--- src/hw/rtl/tss_pkg.sv ---
// Shared types and codes for the thread slot scheduler.
`timescale 1ns / 1ps

package tss_pkg;

  localparam int ACT_W      = 3;
  localparam int ADDR_W     = 32;
  localparam int SLEEP_W    = 32;
  localparam int SLOT_OUT_W = 3;

  localparam logic [ACT_W-1:0] ACT_ADD    = 3'd0;
  localparam logic [ACT_W-1:0] ACT_KILL   = 3'd1;
  localparam logic [ACT_W-1:0] ACT_SLEEP  = 3'd2;
  localparam logic [ACT_W-1:0] ACT_TICK   = 3'd3;
  localparam logic [ACT_W-1:0] ACT_SWITCH = 3'd4;

  localparam logic STATUS_OK   = 1'b0;
  localparam logic STATUS_FULL = 1'b1;

  typedef struct packed {
    logic                  status;
    logic [SLOT_OUT_W-1:0] slot;
    logic [SLOT_OUT_W-1:0] next_slot;
    logic                  any_alive;
  } tss_result_t;

endpackage

--- src/hw/rtl/tss_succ.sv ---
// Circular next-alive-slot finder: rotate, priority encode, wrap.
`timescale 1ns / 1ps

module tss_succ #(
  parameter  int SLOTS = 8,
  localparam int SW    = $clog2(SLOTS)
) (
  input  logic [SLOTS-1:0] alive,
  input  logic [SW-1:0]    cur,
  output logic [SW-1:0]    succ,
  output logic             found
);

  localparam logic [SW:0] SLOTS_W = (SW+1)'(SLOTS);

  logic [2*SLOTS-1:0] dbl;
  logic [2*SLOTS-1:0] rot_full;
  logic [SLOTS-1:0]   rot;
  logic [SW:0]        start;
  logic [SW-1:0]      ofs;
  logic [SW:0]        sum;
  logic [SW:0]        sum_wrap;

  assign dbl      = {alive, alive};
  assign start    = {1'b0, cur} + (SW+1)'(1);
  assign rot_full = dbl >> start;
  assign rot      = rot_full[SLOTS-1:0];

  // bit i of rot is slot (cur + 1 + i) mod SLOTS
  always_comb begin
    ofs = '0;
    for (int i = SLOTS - 1; i >= 0; i--) begin
      if (rot[i]) begin
        ofs = SW'(i);
      end
    end
  end

  assign sum      = start + {1'b0, ofs};
  assign sum_wrap = (sum >= SLOTS_W) ? (sum - SLOTS_W) : sum;
  assign found    = |alive;
  assign succ     = found ? sum_wrap[SW-1:0] : cur;

endmodule

--- src/hw/rtl/tss_table.sv ---
// Thread table state and combinational action execution.
`timescale 1ns / 1ps

module tss_table #(
  parameter  int SLOTS = 8,
  localparam int SW    = $clog2(SLOTS)
) (
  input  logic                         clk,
  input  logic                         rst_n,
  input  logic                         exec,
  input  logic [tss_pkg::ACT_W-1:0]    action,
  input  logic [tss_pkg::ADDR_W-1:0]   entry_address,
  input  logic [tss_pkg::SLEEP_W-1:0]  sleep_time,
  output tss_pkg::tss_result_t         res
);

  import tss_pkg::*;

  logic [SLOTS-1:0]   alive_r;
  logic [SLOTS-1:0]   alive_nxt;
  logic [SLEEP_W-1:0] sleep_r   [SLOTS];
  logic [SLEEP_W-1:0] sleep_nxt [SLOTS];
  logic [ADDR_W-1:0]  entry_mem [SLOTS];
  logic [SW-1:0]      running_r;
  logic [SW-1:0]      running_nxt;

  logic [SW-1:0]      pick;
  logic               free_found;
  logic               add_ok;
  logic [SW-1:0]      shown;
  logic               status;
  logic [SLEEP_W:0]   sleep_sum;
  logic [SW-1:0]      succ_now;
  logic               found_now;
  logic [SW-1:0]      succ_after;
  logic               found_after;
  logic [SW+2:0]      shown_ext;
  logic [SW+2:0]      succ_ext;

  // lowest free slot
  always_comb begin
    pick = '0;
    for (int i = SLOTS - 1; i >= 0; i--) begin
      if (!alive_r[i]) begin
        pick = SW'(i);
      end
    end
  end
  assign free_found = ~&alive_r;
  assign add_ok     = (action == ACT_ADD) && free_found;

  tss_succ #(.SLOTS(SLOTS)) u_succ_now (
    .alive (alive_r),
    .cur   (running_r),
    .succ  (succ_now),
    .found (found_now)
  );

  assign sleep_sum = {1'b0, sleep_r[running_r]} + {1'b0, sleep_time};

  always_comb begin
    alive_nxt   = alive_r;
    sleep_nxt   = sleep_r;
    running_nxt = running_r;
    shown       = running_r;
    status      = STATUS_OK;
    unique case (action)
      ACT_ADD: begin
        if (free_found) begin
          alive_nxt[pick] = 1'b1;
          sleep_nxt[pick] = '0;
          shown           = pick;
        end else begin
          status = STATUS_FULL;
        end
      end
      ACT_KILL: begin
        alive_nxt[running_r] = 1'b0;
      end
      ACT_SLEEP: begin
        // saturate on carry out
        sleep_nxt[running_r] = sleep_sum[SLEEP_W] ? '1 : sleep_sum[SLEEP_W-1:0];
      end
      ACT_TICK: begin
        for (int i = 0; i < SLOTS; i++) begin
          if (sleep_r[i] != '0) begin
            sleep_nxt[i] = sleep_r[i] - SLEEP_W'(1);
          end
        end
      end
      ACT_SWITCH: begin
        // empty table: running slot stays put
        if (found_now) begin
          running_nxt = succ_now;
        end
        shown = running_nxt;
      end
      default: begin
      end
    endcase
  end

  // successor after the action, on the updated table
  tss_succ #(.SLOTS(SLOTS)) u_succ_after (
    .alive (alive_nxt),
    .cur   (running_nxt),
    .succ  (succ_after),
    .found (found_after)
  );

  assign shown_ext     = {3'b000, shown};
  assign succ_ext      = {3'b000, succ_after};
  assign res.status    = status;
  assign res.slot      = shown_ext[SLOT_OUT_W-1:0];
  assign res.next_slot = succ_ext[SLOT_OUT_W-1:0];
  assign res.any_alive = found_after;

  always_ff @(posedge clk) begin
    if (!rst_n) begin
      alive_r   <= '0;
      running_r <= '0;
      for (int i = 0; i < SLOTS; i++) begin
        sleep_r[i] <= '0;
      end
    end else if (exec) begin
      alive_r   <= alive_nxt;
      running_r <= running_nxt;
      sleep_r   <= sleep_nxt;
    end
  end

  // entry addresses: stored only, no reset
  always_ff @(posedge clk) begin
    if (exec && add_ok) begin
      entry_mem[pick] <= entry_address;
    end
  end

endmodule

--- src/hw/rtl/thread_slot_scheduler_core.sv ---
// Top level of the round-robin thread slot scheduler.
// An accepted item moves through the input register, then the result register; while the
// result is stalled and the input stage is full, the input is held off. Throughput: one
// item per cycle while out_stall is low; the table update is a single combinational pass.
// Reset (rst_n low, synchronous): all slots dead, sleep counters zero, running slot zero,
// both pipeline stages empty. Entry addresses are not cleared.
`timescale 1ns / 1ps

module thread_slot_scheduler_core #(
  parameter int THREAD_SLOTS = 8
) (
  input  logic                                clk,
  input  logic                                rst_n,
  input  logic                                in_valid,
  output logic                                in_stall,
  input  logic [tss_pkg::ACT_W-1:0]           in_action,
  input  logic [tss_pkg::ADDR_W-1:0]          in_entry_address,
  input  logic [tss_pkg::SLEEP_W-1:0]         in_sleep_time,
  output logic                                out_valid,
  input  logic                                out_stall,
  output logic                                out_status,
  output logic [tss_pkg::SLOT_OUT_W-1:0]      out_slot,
  output logic [tss_pkg::SLOT_OUT_W-1:0]      out_next_slot,
  output logic                                out_any_alive
);

  import tss_pkg::*;

  // input register stage
  logic               s1_valid_r;
  logic               s1_valid_nxt;
  logic [ACT_W-1:0]   s1_action_r;
  logic [ADDR_W-1:0]  s1_entry_r;
  logic [SLEEP_W-1:0] s1_sleep_r;

  // result register stage
  logic               out_valid_r;
  logic               out_valid_nxt;
  tss_result_t        out_res_r;
  tss_result_t        res;

  logic               out_ready;
  logic               exec;
  logic               in_acc;

  // Result slot frees up when empty or being taken this cycle.
  assign out_ready = !out_valid_r || !out_stall;
  // An item executes (and updates the table) as it moves into the result register.
  assign exec      = s1_valid_r && out_ready;
  assign in_stall  = s1_valid_r && !out_ready;
  assign in_acc    = in_valid && !in_stall;

  always_comb begin
    if (in_acc) begin
      s1_valid_nxt = 1'b1;
    end else if (exec) begin
      s1_valid_nxt = 1'b0;
    end else begin
      s1_valid_nxt = s1_valid_r;
    end
  end

  always_comb begin
    if (exec) begin
      out_valid_nxt = 1'b1;
    end else if (!out_stall) begin
      out_valid_nxt = 1'b0;
    end else begin
      out_valid_nxt = out_valid_r;
    end
  end

  always_ff @(posedge clk) begin
    if (!rst_n) begin
      s1_valid_r  <= 1'b0;
      out_valid_r <= 1'b0;
    end else begin
      s1_valid_r  <= s1_valid_nxt;
      out_valid_r <= out_valid_nxt;
    end
  end

  always_ff @(posedge clk) begin
    if (in_acc) begin
      s1_action_r <= in_action;
      s1_entry_r  <= in_entry_address;
      s1_sleep_r  <= in_sleep_time;
    end
    if (exec) begin
      out_res_r <= res;
    end
  end

  // Thread table: alive bits, sleep counters, entry addresses, running slot.
  tss_table #(.SLOTS(THREAD_SLOTS)) u_table (
    .clk           (clk),
    .rst_n         (rst_n),
    .exec          (exec),
    .action        (s1_action_r),
    .entry_address (s1_entry_r),
    .sleep_time    (s1_sleep_r),
    .res           (res)
  );

  assign out_valid     = out_valid_r;
  assign out_status    = out_res_r.status;
  assign out_slot      = out_res_r.slot;
  assign out_next_slot = out_res_r.next_slot;
  assign out_any_alive = out_res_r.any_alive;

`ifndef SYNTHESIS
  // An executed item always lands in the result register.
  a_exec_fills_out: assert property (@(posedge clk) disable iff (!rst_n)
    exec |=> out_valid_r)
    else $error("executed item did not reach result register");

  // Input is only held off by a full input stage behind a stalled result.
  a_stall_cause: assert property (@(posedge clk) disable iff (!rst_n)
    in_stall |-> (s1_valid_r && out_valid_r && out_stall))
    else $error("input stalled without cause");

  // With no live slot, the successor falls back to the running slot.
  a_none_alive: assert property (@(posedge clk) disable iff (!rst_n)
    (out_valid_r && !out_res_r.any_alive) |-> (out_res_r.next_slot == out_res_r.slot))
    else $error("next slot differs from running slot with no live thread");

  // A full table means every slot is alive.
  a_full_alive: assert property (@(posedge clk) disable iff (!rst_n)
    (out_valid_r && (out_res_r.status == STATUS_FULL)) |-> out_res_r.any_alive)
    else $error("add reported full with no live thread");
`endif

endmodule

--- config.mk ---
export PLATFORM = sky130hd
export DESIGN_NAME = thread_slot_scheduler_core
export DESIGN_NICKNAME = d
export VERILOG_FILES = /design/src/hw/rtl/tss_pkg.sv /design/src/hw/rtl/tss_succ.sv /design/src/hw/rtl/tss_table.sv /design/src/hw/rtl/thread_slot_scheduler_core.sv
export SDC_FILE = /design/constraint.sdc
export NUM_CORES = 1
export LEC_CHECK = 0
export BUFFER_PORTS_ARGS = -buffer_cell sky130_fd_sc_hd__buf_2
export CAP_MARGIN = 40
export CORE_MARGIN = 4
export CORE_UTILIZATION = 45
export CTS_BUF_LIST = sky130_fd_sc_hd__clkbuf_16
export CTS_CLUSTER_DIAMETER = 120
export DETAILED_ROUTE_END_ITERATION = 8
export PLACE_DENSITY = 0.8
export SLEW_MARGIN = 20
export SYNTH_ARGS = -nofsm -noshare
export SYNTH_HDL_FRONTEND = slang
export SYNTH_SLANG_ARGS = --single-unit
--- constraint.sdc ---
create_clock -name clk -period 13 [get_ports clk]
set_input_delay 2.6 -clock clk [delete_from_list [all_inputs] [get_ports clk]]
set_output_delay 2.6 -clock clk [all_outputs]
set_load 0.01 [all_outputs]
==> impl_metrics.toml <==
[cells_and_area]
drive_gt1_frac = 0.142
fin_cells = 397
syn2layout_area_growth_pct = 6.60
fillCellCount = 524
final_common_cell = "nand2_1"
final_cell_area_um2 = 2710
nNetsFinal = 401
antenna_cells = 0
layout_common_cells = "nand2_1, nor3_1, a21oi_1"

[pwr]
p_clk_frac = 0.281
swShare = 0.347
power_switching_mw = 0.100
combinationalPowerShare = 0.388
total_power_mw = 0.289
irDropWorstVdd_v = 0.0000770
p_leak_nw = 1.00
intPower_mw = 0.189
p_per_area_nw_per_um2 = 107
power_frac_seq = 0.331

[global_routing]
grt_usage = 0.186
grt_pass1_vias = 2284
grt_max_degree = 37
antenna_found_initial = 0
grt_pass1_wl_um = 10900
overflow = 0

[yosys]
synthArstFlopShare = 0
synth_fp_nets = 402
syn_inst = 327
ys_ff_latch = 24
synthDistinctLibCells = 70
ys_seq_area_frac = 0.232
yosysWarnings = 0
synth_ff_type = "dfxtp_1"
synth-edff-count = 11
syn-cell-area_um2 = 2540
synth_area_per_cell_um2 = 7.77

[drt]
drt-wirelength-per-cell_um = 16.3
dr_wl_met3_um = 583
drt_iter0_markers = 332
met2_wirelength_um = 2900
top_layer_used = "met4"
dr.pass1.iters = 5
drc = 0
finalWirelength_um = 6460
vias_per_cell = 6.58
ant_nets = 0
drt-met1-wl_um = 2810
vias = 2614

[timing]
fin_tns_setup_ns = 0
fmax_mhz = 154
hold_viol_final = 0
setup_viol = 0
skew_ns = 0.00515
rsz0062_at_grt = "false"
post-route-period-util = 0.500
tightest_slew_ns = 0.786
slew_headroom = 0.476
whs_ns = 0.516
period_minus_slack_ns = 6.50
drv_slew = 0

[floorplanning]
fp.dieW_um = 83.1
dieArea_um2 = 6910
core_um2 = 5510
start_util = 0.461
rows = 27
num_io_pins = 81
fp.dieH_um = 83.1

[cts]
clock_sinks = 24
clock_latency_ns = 0.26
ctsResizeCount = 0
cts_setup_buffers = 0
clock-root-buffer = "clkbuf_16"
cts.clk_slew.worst_paths_ns = 0.07
h-tree-depth = 1
cts_hold_buf = 0
numCtsBuffers = 3
clockBufferDepth = 2
cts_tree = "done"

[critical_path]
max_stage_delay_ns = 0.52
crit_buf_inv = 3
cp_slowest_cell = "fa_1"
crit_path_end_kind = "flop"
setup.worst_path.start = "u_table.running_r[1]$_SDFFE_PN0P_"
critPathMaxFanout = 36
critPathLaunchType = "flop"
crit_required_ns = 13.01
crit_type = "reg2reg"
cp_top_family = "compound AO/OA/AOI/OAI gates"
cp.arrival_ns = 6.51
r2r-start = "u_table.running_r[1]$_SDFFE_PN0P_"

[worst_hold_path]
hold_class = "reg2reg"
worstHoldStart = "s1_valid_r$_SDFFE_PN0P_"

[placed_design]
dp_cells = 393
gp_congestion = 0.920
post_dp_cell_area_um2 = 2610
port_buffers = 16
dp_hpwl_um = 4510

[status]
status = "completed"

[flow_run]
maxCapViolations = 0
power by group through the flow:
stage | clock network (mW) | logic [mW] | registers [mW]
final | 0.0812 | 0.112 | 0.0955
after global placement | 0 | 0.107 | 0.0964
after CTS | 0.0822 | 0.111 | 0.0950
after detailed placement | 0 | 0.110 | 0.0966
after floorplan | 0 | 0.0934 | 0.0927
after global routing | 0.0868 | 0.125 | 0.0961
sequential cells by signal, indices dropped and copies added, names as in the netlist:
name,cells
s1_valid_r,1
s1_action_r,3
out_status,1
u_table.running_r,3
out_next_slot,3
out_slot,3
out_valid,1
u_table.alive_r,8
out_any_alive,1
area by class of cell:
| class | instances | area, um^2 | area share |
|---|---|---|---|
| Clock buffer | 4 | 100 | 0.0370 |
| Inverter | 11 | 41.3 | 0.0152 |
| Multi-Input combinational cell | 269 | 1800 | 0.664 |
| Sequential cell | 24 | 591 | 0.218 |
| Tap cell | 72 | 90.1 | 0.0333 |
| Timing Repair Buffer | 17 | 87.6 | 0.0323 |
cell usage after synthesis, types with 6 or more instances:
library cell,number,area [um^2]
o21ai_0,9,45.0
nor3_1,32,160
o211a_1,7,70.1
a211oi_1,6,45.0
inv_1,7,26.3
nor3b_1,10,75.1
a31oi_1,6,37.5
and2_1,7,43.8
a21oi_1,23,115
mux2i_1,6,60.1
dfxtp_1,13,260
nor2b_1,6,37.5
nand2_1,43,161
edfxtp_1,11,330
clkbuf_1,13,48.8
o21a_1,6,45.0
nor2_1,17,63.8
buf_2,7,35.0
metrics by stage:
step,worst slack [ns],utilization
5_1_grt,6.16,0.492
2_1_floorplan,7.32,-
3_5_place_dp,6.59,0.474
6_report,6.50,0.492
3_3_place_gp,6.70,0.474
4_1_cts,6.55,0.492
kinds of logic (layout without fill, tap and decap cells):
family / Yosys count / in the layout / synth area share
adder cells (fa/ha/maj): 4 / 4 / 0.0256
buffers and inverters: 34 / 32 / 0.0596
AND/OR/NAND/NOR: 148 / 148 / 0.313
flip-flops: 24 / 24 / 0.232
XOR/XNOR: 3 / 3 / 0.0177
multiplexers: 14 / 14 / 0.0645
AO/OA/AOI/OAI: 100 / 100 / 0.288
path summary, 6_finish.rpt:
path / end / slack, ns / depth (start not counted)
worst max-delay path: out_next_slot[2]$_DFFE_PP_ / 6.50 / 25
worst min-delay path: out_valid$_SDFFE_PN0P_ / 0.52 / 2
worst max register to register: out_next_slot[2]$_DFFE_PP_ / 6.50 / 25
worst min register to register: out_valid$_SDFFE_PN0P_ / 0.52 / 2
per-layer routing:
layer  track usage  vias up
met5             0        -
met4        0.0639        0
met3        0.0317       28
met2         0.292      138
met1         0.257     1214
li1              -     1234
worst reg2reg max path, cell delays in order (launching register included):
cell	delay, ns
dfxtp_1	0.31
buf_4	0.34
mux2_2	0.43
a211oi_1	0.24
a31oi_1	0.10
mux2_2	0.33
nor2b_1	0.13
nor3_1	0.18
o41ai_1	0.11
a31oi_1	0.30
ha_1	0.20
inv_1	0.05
fa_1	0.52
and3_1	0.18
a22o_1	0.42
inv_2	0.20
mux2_1	0.40
or2_1	0.24
o2111ai_1	0.10
a22oi_1	0.11
o22ai_1	0.20
a211oi_2	0.11
ha_1	0.22
fa_1	0.46
a311oi_1	0.26
nand3b_1	0.10
No activity file was read; power rests on OpenSTA's default activity.
